<file path="src/sv/aip_pkg.sv">
package aip_pkg;

    localparam int COUNT_WIDTH    = 16;
    localparam int VALUE_WIDTH    = 64;
    localparam int CONSUMED_WIDTH = 16;
    localparam int CFG_INDEX_WIDTH = 3;

    typedef enum logic [1:0] {
        RADIX_UDEC = 2'd0,
        RADIX_SDEC = 2'd1,
        RADIX_HEX  = 2'd2,
        RADIX_BIN  = 2'd3
    } radix_mode_t;

    localparam logic [CFG_INDEX_WIDTH-1:0] CFG_RADIX_MODE  = 3'd0;
    localparam logic [CFG_INDEX_WIDTH-1:0] CFG_WIDE_MODE   = 3'd1;
    localparam logic [CFG_INDEX_WIDTH-1:0] CFG_WRAP_ENABLE = 3'd2;
    localparam logic [CFG_INDEX_WIDTH-1:0] CFG_ALLOW_PLUS  = 3'd3;
    localparam logic [CFG_INDEX_WIDTH-1:0] CFG_ERROR_VALUE = 3'd4;

    localparam logic [7:0] CHAR_ZERO    = 8'h30;
    localparam logic [7:0] CHAR_ONE     = 8'h31;
    localparam logic [7:0] CHAR_NINE    = 8'h39;
    localparam logic [7:0] CHAR_UPPER_A = 8'h41;
    localparam logic [7:0] CHAR_UPPER_F = 8'h46;
    localparam logic [7:0] CHAR_LOWER_A = 8'h61;
    localparam logic [7:0] CHAR_LOWER_F = 8'h66;
    localparam logic [7:0] CHAR_MINUS   = 8'h2D;
    localparam logic [7:0] CHAR_PLUS    = 8'h2B;

    localparam logic [VALUE_WIDTH-1:0] MASK_WIDE   = 64'hFFFF_FFFF_FFFF_FFFF;
    localparam logic [VALUE_WIDTH-1:0] MASK_NARROW = 64'h0000_0000_FFFF_FFFF;

    localparam logic [VALUE_WIDTH-1:0] DEC_LIM_WIDE    = MASK_WIDE / 10;
    localparam logic [VALUE_WIDTH-1:0] DEC_LIM_NARROW  = MASK_NARROW / 10;
    localparam logic [VALUE_WIDTH-1:0] SDEC_LIM_WIDE   = (MASK_WIDE >> 1) / 10;
    localparam logic [VALUE_WIDTH-1:0] SDEC_LIM_NARROW = (MASK_NARROW >> 1) / 10;
    localparam logic [VALUE_WIDTH-1:0] HEX_LIM_WIDE    = MASK_WIDE / 16;
    localparam logic [VALUE_WIDTH-1:0] HEX_LIM_NARROW  = MASK_NARROW / 16;
    localparam logic [VALUE_WIDTH-1:0] BIN_LIM_WIDE    = MASK_WIDE / 2;
    localparam logic [VALUE_WIDTH-1:0] BIN_LIM_NARROW  = MASK_NARROW / 2;

    localparam logic [3:0] DEC_LAST  = 4'd5;
    localparam logic [3:0] SDEC_LAST = 4'd8;
    localparam logic [3:0] HEX_LAST  = 4'd15;
    localparam logic [3:0] BIN_LAST  = 4'd1;

    typedef struct packed {
        radix_mode_t                radix_mode;
        logic                       wide_mode;
        logic                       wrap_enable;
        logic                       allow_plus;
        logic [VALUE_WIDTH-1:0]     error_value;
    } cfg_t;

    typedef struct packed {
        logic [VALUE_WIDTH-1:0]     value_bits;
        logic                       ok;
        logic                       overflow_flag;
        logic [CONSUMED_WIDTH-1:0]  consumed_count;
    } result_t;

endpackage

</file>
<file path="src/sv/aip_digit_decode.sv">
module aip_digit_decode
(
    input  logic [7:0]          char_byte,
    input  aip_pkg::radix_mode_t radix_mode,
    output logic                digit_valid,
    output logic [3:0]          digit_value
);

    logic [7:0] off_zero;
    logic [7:0] off_upper;
    logic [7:0] off_lower;
    logic       is_dec;
    logic       is_upper;
    logic       is_lower;

    always_comb
    begin
        off_zero  = char_byte - aip_pkg::CHAR_ZERO;
        off_upper = char_byte - aip_pkg::CHAR_UPPER_A;
        off_lower = char_byte - aip_pkg::CHAR_LOWER_A;
        is_dec    = (char_byte >= aip_pkg::CHAR_ZERO) && (char_byte <= aip_pkg::CHAR_NINE);
        is_upper  = (char_byte >= aip_pkg::CHAR_UPPER_A) &&
                    (char_byte <= aip_pkg::CHAR_UPPER_F);
        is_lower  = (char_byte >= aip_pkg::CHAR_LOWER_A) &&
                    (char_byte <= aip_pkg::CHAR_LOWER_F);
        digit_valid = 1'b0;
        digit_value = 4'd0;
        case (radix_mode)
            aip_pkg::RADIX_HEX:
            begin
                if (is_dec)
                begin
                    digit_valid = 1'b1;
                    digit_value = off_zero[3:0];
                end
                else if (is_upper)
                begin
                    digit_valid = 1'b1;
                    digit_value = 4'd10 + off_upper[3:0];
                end
                else if (is_lower)
                begin
                    digit_valid = 1'b1;
                    digit_value = 4'd10 + off_lower[3:0];
                end
            end
            aip_pkg::RADIX_BIN:
            begin
                if ((char_byte >= aip_pkg::CHAR_ZERO) && (char_byte <= aip_pkg::CHAR_ONE))
                begin
                    digit_valid = 1'b1;
                    digit_value = off_zero[3:0];
                end
            end
            default:
            begin
                if (is_dec)
                begin
                    digit_valid = 1'b1;
                    digit_value = off_zero[3:0];
                end
            end
        endcase
    end

endmodule

</file>
<file path="src/sv/aip_field_core.sv">
module aip_field_core
(
    input  logic                 clk,
    input  logic                 rst_n,
    input  logic                 step,
    input  logic [7:0]           char_byte,
    input  logic                 start_req,
    input  aip_pkg::cfg_t        cfg,
    output logic                 emit,
    output aip_pkg::result_t     result
);

    logic [aip_pkg::VALUE_WIDTH-1:0] acc_reg;
    logic [aip_pkg::VALUE_WIDTH-1:0] acc_next;
    logic                            neg_reg;
    logic                            neg_next;
    logic                            digit_seen_reg;
    logic                            digit_seen_next;
    logic                            ovf_reg;
    logic                            ovf_next;
    logic                            active_reg;
    logic                            active_next;
    logic [aip_pkg::COUNT_WIDTH-1:0] count_reg;
    logic [aip_pkg::COUNT_WIDTH-1:0] count_next;

    logic                            digit_valid;
    logic [3:0]                      digit_value;

    logic [aip_pkg::VALUE_WIDTH-1:0] eff_acc;
    logic                            eff_neg;
    logic                            eff_digit;
    logic                            eff_ovf;
    logic                            eff_active;
    logic [aip_pkg::COUNT_WIDTH-1:0] eff_count;
    logic [aip_pkg::COUNT_WIDTH-1:0] count_inc;
    logic [31:0]                     count_ext;

    logic [aip_pkg::VALUE_WIDTH-1:0] mask;
    logic [aip_pkg::VALUE_WIDTH-1:0] n;
    logic [aip_pkg::VALUE_WIDTH-1:0] lim;
    logic [3:0]                      last;
    logic [aip_pkg::VALUE_WIDTH-1:0] prod;
    logic [aip_pkg::VALUE_WIDTH-1:0] absmin;
    logic                            over_step;
    logic                            is_signed;
    logic                            sign_byte;
    logic                            ovf_final;
    logic                            use_fail;

    aip_digit_decode u_decode
    (
        .char_byte   (char_byte),
        .radix_mode  (cfg.radix_mode),
        .digit_valid (digit_valid),
        .digit_value (digit_value)
    );

    always_comb
    begin
        eff_acc    = start_req ? '0 : acc_reg;
        eff_neg    = start_req ? 1'b0 : neg_reg;
        eff_digit  = start_req ? 1'b0 : digit_seen_reg;
        eff_ovf    = start_req ? 1'b0 : ovf_reg;
        eff_active = start_req ? 1'b1 : active_reg;
        eff_count  = start_req ? '0 : count_reg;
        count_inc  = (eff_count != '1) ? eff_count + 1'b1 : eff_count;
        count_ext  = 32'(eff_count);

        mask      = cfg.wide_mode ? aip_pkg::MASK_WIDE : aip_pkg::MASK_NARROW;
        n         = eff_acc & mask;
        is_signed = (cfg.radix_mode == aip_pkg::RADIX_SDEC);
        absmin    = (mask >> 1) + 64'd1;
        sign_byte = is_signed && (eff_count == '0) && !eff_digit &&
                    ((char_byte == aip_pkg::CHAR_MINUS) ||
                     (cfg.allow_plus && (char_byte == aip_pkg::CHAR_PLUS)));

        case (cfg.radix_mode)
            aip_pkg::RADIX_SDEC:
            begin
                lim  = cfg.wide_mode ? aip_pkg::SDEC_LIM_WIDE : aip_pkg::SDEC_LIM_NARROW;
                last = aip_pkg::SDEC_LAST;
                prod = (n << 3) + (n << 1);
            end
            aip_pkg::RADIX_HEX:
            begin
                lim  = cfg.wide_mode ? aip_pkg::HEX_LIM_WIDE : aip_pkg::HEX_LIM_NARROW;
                last = aip_pkg::HEX_LAST;
                prod = n << 4;
            end
            aip_pkg::RADIX_BIN:
            begin
                lim  = cfg.wide_mode ? aip_pkg::BIN_LIM_WIDE : aip_pkg::BIN_LIM_NARROW;
                last = aip_pkg::BIN_LAST;
                prod = n << 1;
            end
            default:
            begin
                lim  = cfg.wide_mode ? aip_pkg::DEC_LIM_WIDE : aip_pkg::DEC_LIM_NARROW;
                last = aip_pkg::DEC_LAST;
                prod = (n << 3) + (n << 1);
            end
        endcase
        prod      = (prod + {60'd0, digit_value}) & mask;
        over_step = (n > lim) || ((n == lim) && (digit_value > last));

        ovf_final = eff_ovf || (is_signed && !eff_neg && (n == absmin));
        if (is_signed)
        begin
            use_fail = !eff_digit || ovf_final;
        end
        else
        begin
            use_fail = !eff_digit || (eff_ovf && !cfg.wrap_enable);
        end

        if (use_fail)
        begin
            result.value_bits = cfg.error_value & mask;
        end
        else if (is_signed && eff_neg)
        begin
            result.value_bits = (64'd0 - n) & mask;
        end
        else
        begin
            result.value_bits = n;
        end
        result.ok             = eff_digit && !ovf_final;
        result.overflow_flag  = is_signed ? ovf_final : eff_ovf;
        result.consumed_count = count_ext[aip_pkg::CONSUMED_WIDTH-1:0];

        emit = eff_active && !sign_byte && !digit_valid;

        acc_next        = eff_acc;
        neg_next        = eff_neg;
        digit_seen_next = eff_digit;
        ovf_next        = eff_ovf;
        active_next     = eff_active;
        count_next      = eff_count;
        if (eff_active)
        begin
            if (sign_byte)
            begin
                neg_next   = (char_byte == aip_pkg::CHAR_MINUS);
                count_next = count_inc;
            end
            else if (digit_valid)
            begin
                count_next      = count_inc;
                digit_seen_next = 1'b1;
                if (is_signed)
                begin
                    if (!eff_ovf)
                    begin
                        ovf_next = over_step;
                        acc_next = prod;
                    end
                end
                else
                begin
                    ovf_next = eff_ovf || over_step;
                    acc_next = prod;
                end
            end
            else
            begin
                active_next = 1'b0;
            end
        end
    end

    always_ff @(posedge clk or negedge rst_n)
    begin
        if (!rst_n)
        begin
            acc_reg        <= '0;
            neg_reg        <= 1'b0;
            digit_seen_reg <= 1'b0;
            ovf_reg        <= 1'b0;
            active_reg     <= 1'b0;
            count_reg      <= '0;
        end
        else if (step)
        begin
            acc_reg        <= acc_next;
            neg_reg        <= neg_next;
            digit_seen_reg <= digit_seen_next;
            ovf_reg        <= ovf_next;
            active_reg     <= active_next;
            count_reg      <= count_next;
        end
    end

endmodule

</file>
<file path="src/sv/ascii_integer_parser.sv">
// Parses ASCII integer fields from a byte stream at one byte per clock cycle, sustained, in
// every radix and width: a beat taken on the input is registered, and once it advances the
// field state (accumulator, sign, digit and overflow flags, byte count) is updated by one
// constant-radix shift-add with a parallel limit compare, which is the loop that sets the
// one-cycle rate. A field's result beat is captured in the output register once its
// terminating byte has passed the input register, and waits there while further bytes keep
// flowing in; only a second terminator behind an untaken result stalls the input.
// Configuration writes take effect at once and are meant to be made while no byte is in
// flight.
module ascii_integer_parser
(
    input  logic                                 clk,
    input  logic                                 rst_n,
    input  logic                                 cfg_we,
    input  logic [aip_pkg::CFG_INDEX_WIDTH-1:0]  cfg_index,
    input  logic [aip_pkg::VALUE_WIDTH-1:0]      cfg_data,
    input  logic                                 in_valid,
    output logic                                 in_ready,
    input  logic [7:0]                           char_byte,
    input  logic                                 start_req,
    output logic                                 out_valid,
    input  logic                                 out_ready,
    output logic [aip_pkg::VALUE_WIDTH-1:0]      value_bits,
    output logic                                 ok,
    output logic                                 overflow_flag,
    output logic [aip_pkg::CONSUMED_WIDTH-1:0]   consumed_count
);

    aip_pkg::cfg_t    cfg_reg;
    logic             in_valid_reg;
    logic [7:0]       char_reg;
    logic             start_reg;
    logic             out_valid_reg;
    aip_pkg::result_t result_reg;

    logic             emit;
    logic             advance;
    aip_pkg::result_t result;

    aip_field_core u_core
    (
        .clk       (clk),
        .rst_n     (rst_n),
        .step      (advance),
        .char_byte (char_reg),
        .start_req (start_reg),
        .cfg       (cfg_reg),
        .emit      (emit),
        .result    (result)
    );

    assign advance  = in_valid_reg && (!emit || !out_valid_reg || out_ready);
    assign in_ready = !in_valid_reg || advance;

    always_ff @(posedge clk or negedge rst_n)
    begin
        if (!rst_n)
        begin
            cfg_reg.radix_mode  <= aip_pkg::RADIX_UDEC;
            cfg_reg.wide_mode   <= 1'b1;
            cfg_reg.wrap_enable <= 1'b0;
            cfg_reg.allow_plus  <= 1'b0;
            cfg_reg.error_value <= '0;
        end
        else if (cfg_we)
        begin
            case (cfg_index)
                aip_pkg::CFG_RADIX_MODE:
                    cfg_reg.radix_mode <= aip_pkg::radix_mode_t'(cfg_data[1:0]);
                aip_pkg::CFG_WIDE_MODE:   cfg_reg.wide_mode   <= cfg_data[0];
                aip_pkg::CFG_WRAP_ENABLE: cfg_reg.wrap_enable <= cfg_data[0];
                aip_pkg::CFG_ALLOW_PLUS:  cfg_reg.allow_plus  <= cfg_data[0];
                aip_pkg::CFG_ERROR_VALUE: cfg_reg.error_value <= cfg_data;
                default:
                begin
                end
            endcase
        end
    end

    always_ff @(posedge clk or negedge rst_n)
    begin
        if (!rst_n)
        begin
            in_valid_reg  <= 1'b0;
            out_valid_reg <= 1'b0;
        end
        else
        begin
            if (in_ready)
            begin
                in_valid_reg <= in_valid;
            end
            if (advance && emit)
            begin
                out_valid_reg <= 1'b1;
            end
            else if (out_ready)
            begin
                out_valid_reg <= 1'b0;
            end
        end
    end

    always_ff @(posedge clk)
    begin
        if (in_ready && in_valid)
        begin
            char_reg  <= char_byte;
            start_reg <= start_req;
        end
        if (advance && emit)
        begin
            result_reg <= result;
        end
    end

    assign out_valid      = out_valid_reg;
    assign value_bits     = result_reg.value_bits;
    assign ok             = result_reg.ok;
    assign overflow_flag  = result_reg.overflow_flag;
    assign consumed_count = result_reg.consumed_count;

endmodule

</file>
<file path="config.mk">
export PLATFORM = sky130hd
export DESIGN_NAME = ascii_integer_parser
export DESIGN_NICKNAME = d
export VERILOG_FILES = /design/src/sv/aip_pkg.sv /design/src/sv/aip_digit_decode.sv /design/src/sv/aip_field_core.sv /design/src/sv/ascii_integer_parser.sv
export SDC_FILE = /design/constraint.sdc
export NUM_CORES = 1
export LEC_CHECK = 0
export BUFFER_PORTS_ARGS = -buffer_cell sky130_fd_sc_hd__buf_4
export CAP_MARGIN = 25
export CELL_PAD_IN_SITES_DETAIL_PLACEMENT = 0
export CELL_PAD_IN_SITES_GLOBAL_PLACEMENT = 2
export CORE_MARGIN = 2
export CORE_UTILIZATION = 34
export CTS_CLUSTER_DIAMETER = 80
export CTS_CLUSTER_SIZE = 28
export DETAILED_ROUTE_END_ITERATION = 7
export PLACE_DENSITY = 0.88
export SLEW_MARGIN = 20
export SYNTH_ARGS = -nofsm -noshare
export SYNTH_HDL_FRONTEND = slang
export SYNTH_HIERARCHICAL = 1
export SYNTH_SLANG_ARGS = --single-unit
</file>
<file path="constraint.sdc">
create_clock -name clk -period 7.7 [get_ports clk]
set_input_delay 0.385 -clock clk [delete_from_list [all_inputs] [get_ports clk]]
set_output_delay 0.385 -clock clk [all_outputs]
set_load 0.02 [all_outputs]
</file>
==> run summary <==
Detailed routing
• 23.5 um — average wire length per cell after detail routing
• 0 — remaining design rule violation count
• met4 — uppermost layer routed
• 23200 — total number of vias
• 6.03 — Vias per Instance
• 90.1 mm — final wirelength
• 0 — remaining antenna violation count
• 41.8 mm — post-route met1 wirelength
• 2709 — violation count after the first detailed-route iteration
• 39.2 mm — met2 routed wirelength
• 6.97 mm — Detail Route met3 WL
• 6 — number of iterations in the first detailed-routing pass

Synth
• sky130_fd_sc_hd__dfrtp_1 — most common flop cell mapped by yosys
• 23600 um2 — Post-Syn Area
• 0.280 — register area share after synthesis
• 8.18 um2 — Syn Area/Cell
• 91 — number of synthesized flops with an enable pin
• 3024 — Post-Synthesis Net Count
• 246 — #FFs+latches synth
• 126 — Unique masters post-synth
• 0.630 — post-synthesis async set-or-reset flop share
• 2890 — number of instances in the synthesized netlist
• 6 — Synth warnings

Clock network
• 246 — clk sinks
• 3 — number of buffers on the longest clock path
• 0.55 ns — Clock Latency Late Sink
• 1 — number of levels in the clock H-tree
• 19 — number of CTS-inserted buffers
• sky130_fd_sc_hd__clkbuf_16 — clock tree root driver cell
• done — TritonCTS clock tree
• 0 — PostCTS Resize Cnt
• 0.10 ns — clock slew seen by the registers of the worst setup and hold paths

Cells and area
• 69 — max FFs per register
• 3026 — net count of the finished layout
• 3836 — final cell count without fillers
• 0.151 — fraction of layout cells with a size suffix above 1
• 26100 um2 — area of all placed cells without fillers
• 6610 um2 — total area of sequential cells
• 10.3% — post-synthesis to final-layout area growth
• 15700 um2 — area occupied by multi-input gates
• 0 — number of antenna repair diodes
• 7092 — number of filler cells placed in the layout

STA
• 1.08 ns — transition time at the pin with the least slew margin
• 0.270 — Max-Slew Margin vs Limit
• 0.823 — part of the cycle the worst path needs
• 0 — hold violation count in the final report
• no — RSZ-0062 raised after global routing
• 0 ns — setup TNS
• 0 — count of final setup violators
• 0 — Pins Over Slew Limit
• 0.0204 ns — worst clock skew on the final layout
• 158 MHz — FMAX
• 6.33 ns — clock period minus final worst setup slack

Power and ir drop
• 9.63 nW — cell leakage power
• 145 nW/um2 — power density relative to cell area
• 2.41 mW — internal power contribution
• 0.428 — Sequential Power Share
• 0.121 mV — worst voltage drop across the vdd grid
• 0.277 — fraction of power consumed by combinational cells
• 1.36 mW — switching component of the power
• 0.294 — clock power share
• 3.77 mW — final total power
• 0.362 — fraction of power spent switching nets

Setup path
• 0 — buffer and inverter count on the worst path
• sky130_fd_sc_hd__ha_1 — library cell appearing most often on the critical path
• flip-flop — critical path startpoint category
• sky130_fd_sc_hd__dfrtp_1 — Critical Path Slowest Stage Cell
• simple AND/OR/NAND/NOR gates — kind of cell adding the most delay to the critical path
• 15 — r2r worst-path depth
• u_core/acc_reg[63] — endpoint of the most critical register-to-register path
• 0.73 ns — largest stage delay on the critical path
• u_core/acc_reg[2] — reg-to-reg critical path startpoint
• 1.37 ns — slack of the worst reg-to-reg path
• 6.77 ns — worst path arrival time
• flip-flop to flip-flop — type of the worst setup path
• 17 — worst-path fanout max
• 8.13 ns — Required @ worst endpoint
• nor2b_1 > ha_1 > ha_1 > a21oi_1 > a221oi_1 > a211oi_2 > o31ai_4 > a211oi_1 > o31ai_1 > mux2i_1 > nand4_2 > nor4b_4 > nand4_1 > or4_1 > a32o_1 — cells along the critical path
• flip-flop — Worst Setup End Kind

Global route
• 0 — initial antenna violation count
• 0.245 — GRT Util Overall
• 138 mm — wire length of the first global-routing pass
• 21800 — vias in the first global route
• 118 — pin count of the biggest net entering global routing
• 0 — grt total ovfl

Worst hold path
• input port to flip-flop — Worst Hold Class
• in_valid — hold path start
• in_valid_reg — Hold Path End
• 2 — worst hold path stage count

Status
• complete, no violations — status

Flow run
• 0 — number of maximum-capacitance violations

Floorplan
• 96 — placement row count
• 71700 um2 — total die area
• 165 — # IOs
• 0.344 — starting density of the core
• 268 um — chip height
• 68700 um2 — CORE AREA
• 268 um — die extent in x

Placed design
• 0.952 — final RePlAce weighted congestion
• 25300 um2 — dpl cell area
• 164 — IO buf count
• 66.6 mm — HPWL Detailed
• 3793 — post-placement cell count

## area by class of cell
cell class	count	area share
repair buffers	230	0.0680
well taps	931	0.0447
inverters	51	0.00734
multi-input cells	2344	0.600
clock buffers	20	0.0184
clock inverters	14	0.00777
flip-flops and latches	246	0.254
## placed cells by master, fill, tap and decap left out, types with 14 or more instances in the layout
cell type,instances
sky130_fd_sc_hd__buf_4,218
sky130_fd_sc_hd__a22oi_1,58
sky130_fd_sc_hd__nor4_1,21
sky130_fd_sc_hd__or2_2,15
sky130_fd_sc_hd__o221ai_1,14
sky130_fd_sc_hd__xnor2_1,132
sky130_fd_sc_hd__o21ai_1,16
sky130_fd_sc_hd__edfxtp_1,91
sky130_fd_sc_hd__clkbuf_16,19
sky130_fd_sc_hd__a31oi_1,23
sky130_fd_sc_hd__o21ai_0,233
sky130_fd_sc_hd__dfrtp_1,154
sky130_fd_sc_hd__xor2_1,62
sky130_fd_sc_hd__a21oi_1,173
sky130_fd_sc_hd__o211ai_1,52
sky130_fd_sc_hd__nand4_1,45
sky130_fd_sc_hd__o31ai_1,20
sky130_fd_sc_hd__nand2b_1,26
sky130_fd_sc_hd__nand3_1,61
sky130_fd_sc_hd__mux2_4,60
sky130_fd_sc_hd__inv_1,50
sky130_fd_sc_hd__nand2_1,347
sky130_fd_sc_hd__or3_1,29
sky130_fd_sc_hd__a22o_1,24
sky130_fd_sc_hd__nor2b_1,51
sky130_fd_sc_hd__mux2i_1,16
sky130_fd_sc_hd__and2_1,32
sky130_fd_sc_hd__and3_1,17
sky130_fd_sc_hd__nor3_1,89
sky130_fd_sc_hd__a211oi_1,25
sky130_fd_sc_hd__o211a_1,32
sky130_fd_sc_hd__nor2_1,238
sky130_fd_sc_hd__a21o_1,27
sky130_fd_sc_hd__o22ai_1,22
sky130_fd_sc_hd__ha_1,50
sky130_fd_sc_hd__o21a_1,23
## how the worst max path moves through the flow
stage | endpoint | start | cells after the start
floorplan | consumed_count[0] | start_reg | 17
global placement | u_core/acc_reg[63] | u_core/acc_reg[2] | 15
detailed placement | u_core/acc_reg[63] | u_core/acc_reg[2] | 15
CTS | u_core/acc_reg[63] | u_core/acc_reg[2] | 15
global route | u_core/acc_reg[63] | u_core/acc_reg[2] | 15
finish | u_core/acc_reg[63] | u_core/acc_reg[2] | 15
## power by group through the flow
stage	Sequential, mW	Clock (mW)	Combinational [mW]
finish	1.62	1.11	1.05
global route	1.63	1.19	1.12
CTS	1.62	1.14	1.03
detailed placement	1.64	0	1.03
global placement	1.64	0	1.01
floorplan	1.68	0	0.605
## per-stage QoR
step / utilization / setup slack [ns] / hold WS [ns]
final: 0.380 / 1.37 / 0.0258
after global routing: 0.380 / 0.952 / 0.0123
after CTS: 0.379 / 1.46 / 0.000859
after detailed placement: 0.368 / 1.51 / 0.385
after global placement: 0.368 / 1.74 / 0.376
after floorplan: - / 0.388 / 0.0894
## metal layers
metal | GRT usage | vias to the layer above
li1 | - | 10700
met1 | 0.364 | 11300
met2 | 0.373 | 1048
met3 | 0.0298 | 110
met4 | 0.0601 | 0
met5 | 0 | -
## cell usage after synthesis (29+ instances only)
master / instances / area [um2]
sky130_fd_sc_hd__o211a_1: 32 / 320
sky130_fd_sc_hd__nand3_1: 62 / 310
sky130_fd_sc_hd__a21oi_1: 173 / 866
sky130_fd_sc_hd__a22oi_1: 58 / 435
sky130_fd_sc_hd__o21ai_0: 233 / 1170
sky130_fd_sc_hd__clkbuf_1: 147 / 552
sky130_fd_sc_hd__or3_1: 29 / 181
sky130_fd_sc_hd__nor3_1: 89 / 445
sky130_fd_sc_hd__o211ai_1: 52 / 390
sky130_fd_sc_hd__nor2b_1: 52 / 325
sky130_fd_sc_hd__xnor2_1: 132 / 1160
sky130_fd_sc_hd__xor2_1: 62 / 543
sky130_fd_sc_hd__ha_1: 52 / 651
sky130_fd_sc_hd__and2_1: 32 / 200
sky130_fd_sc_hd__nand4_1: 45 / 282
sky130_fd_sc_hd__buf_2: 45 / 225
sky130_fd_sc_hd__dfrtp_1: 154 / 3850
sky130_fd_sc_hd__inv_1: 50 / 188
sky130_fd_sc_hd__nand2_1: 347 / 1300
sky130_fd_sc_hd__mux2_4: 60 / 901
sky130_fd_sc_hd__edfxtp_1: 91 / 2730
sky130_fd_sc_hd__nor2_1: 240 / 901
## cell families (layout without fill, tap and decap cells)
family	after synthesis	in the layout	share of synthesized area
mux	87	87	0.0502
xor+xnor	196	196	0.0732
buf+inv	300	315	0.0605
fa+ha+maj	68	68	0.0348
compound gates	890	890	0.256
simple gates	1103	1103	0.246
flops	246	246	0.280
## what timing repair did
action                                  CTS  global route
endpoints found under the setup margin    0             0
endpoints found under the hold margin    52             1
hold buffers                              8             1
buffers inserted                          0             0
No activity file was read; power rests on OpenSTA's default activity.
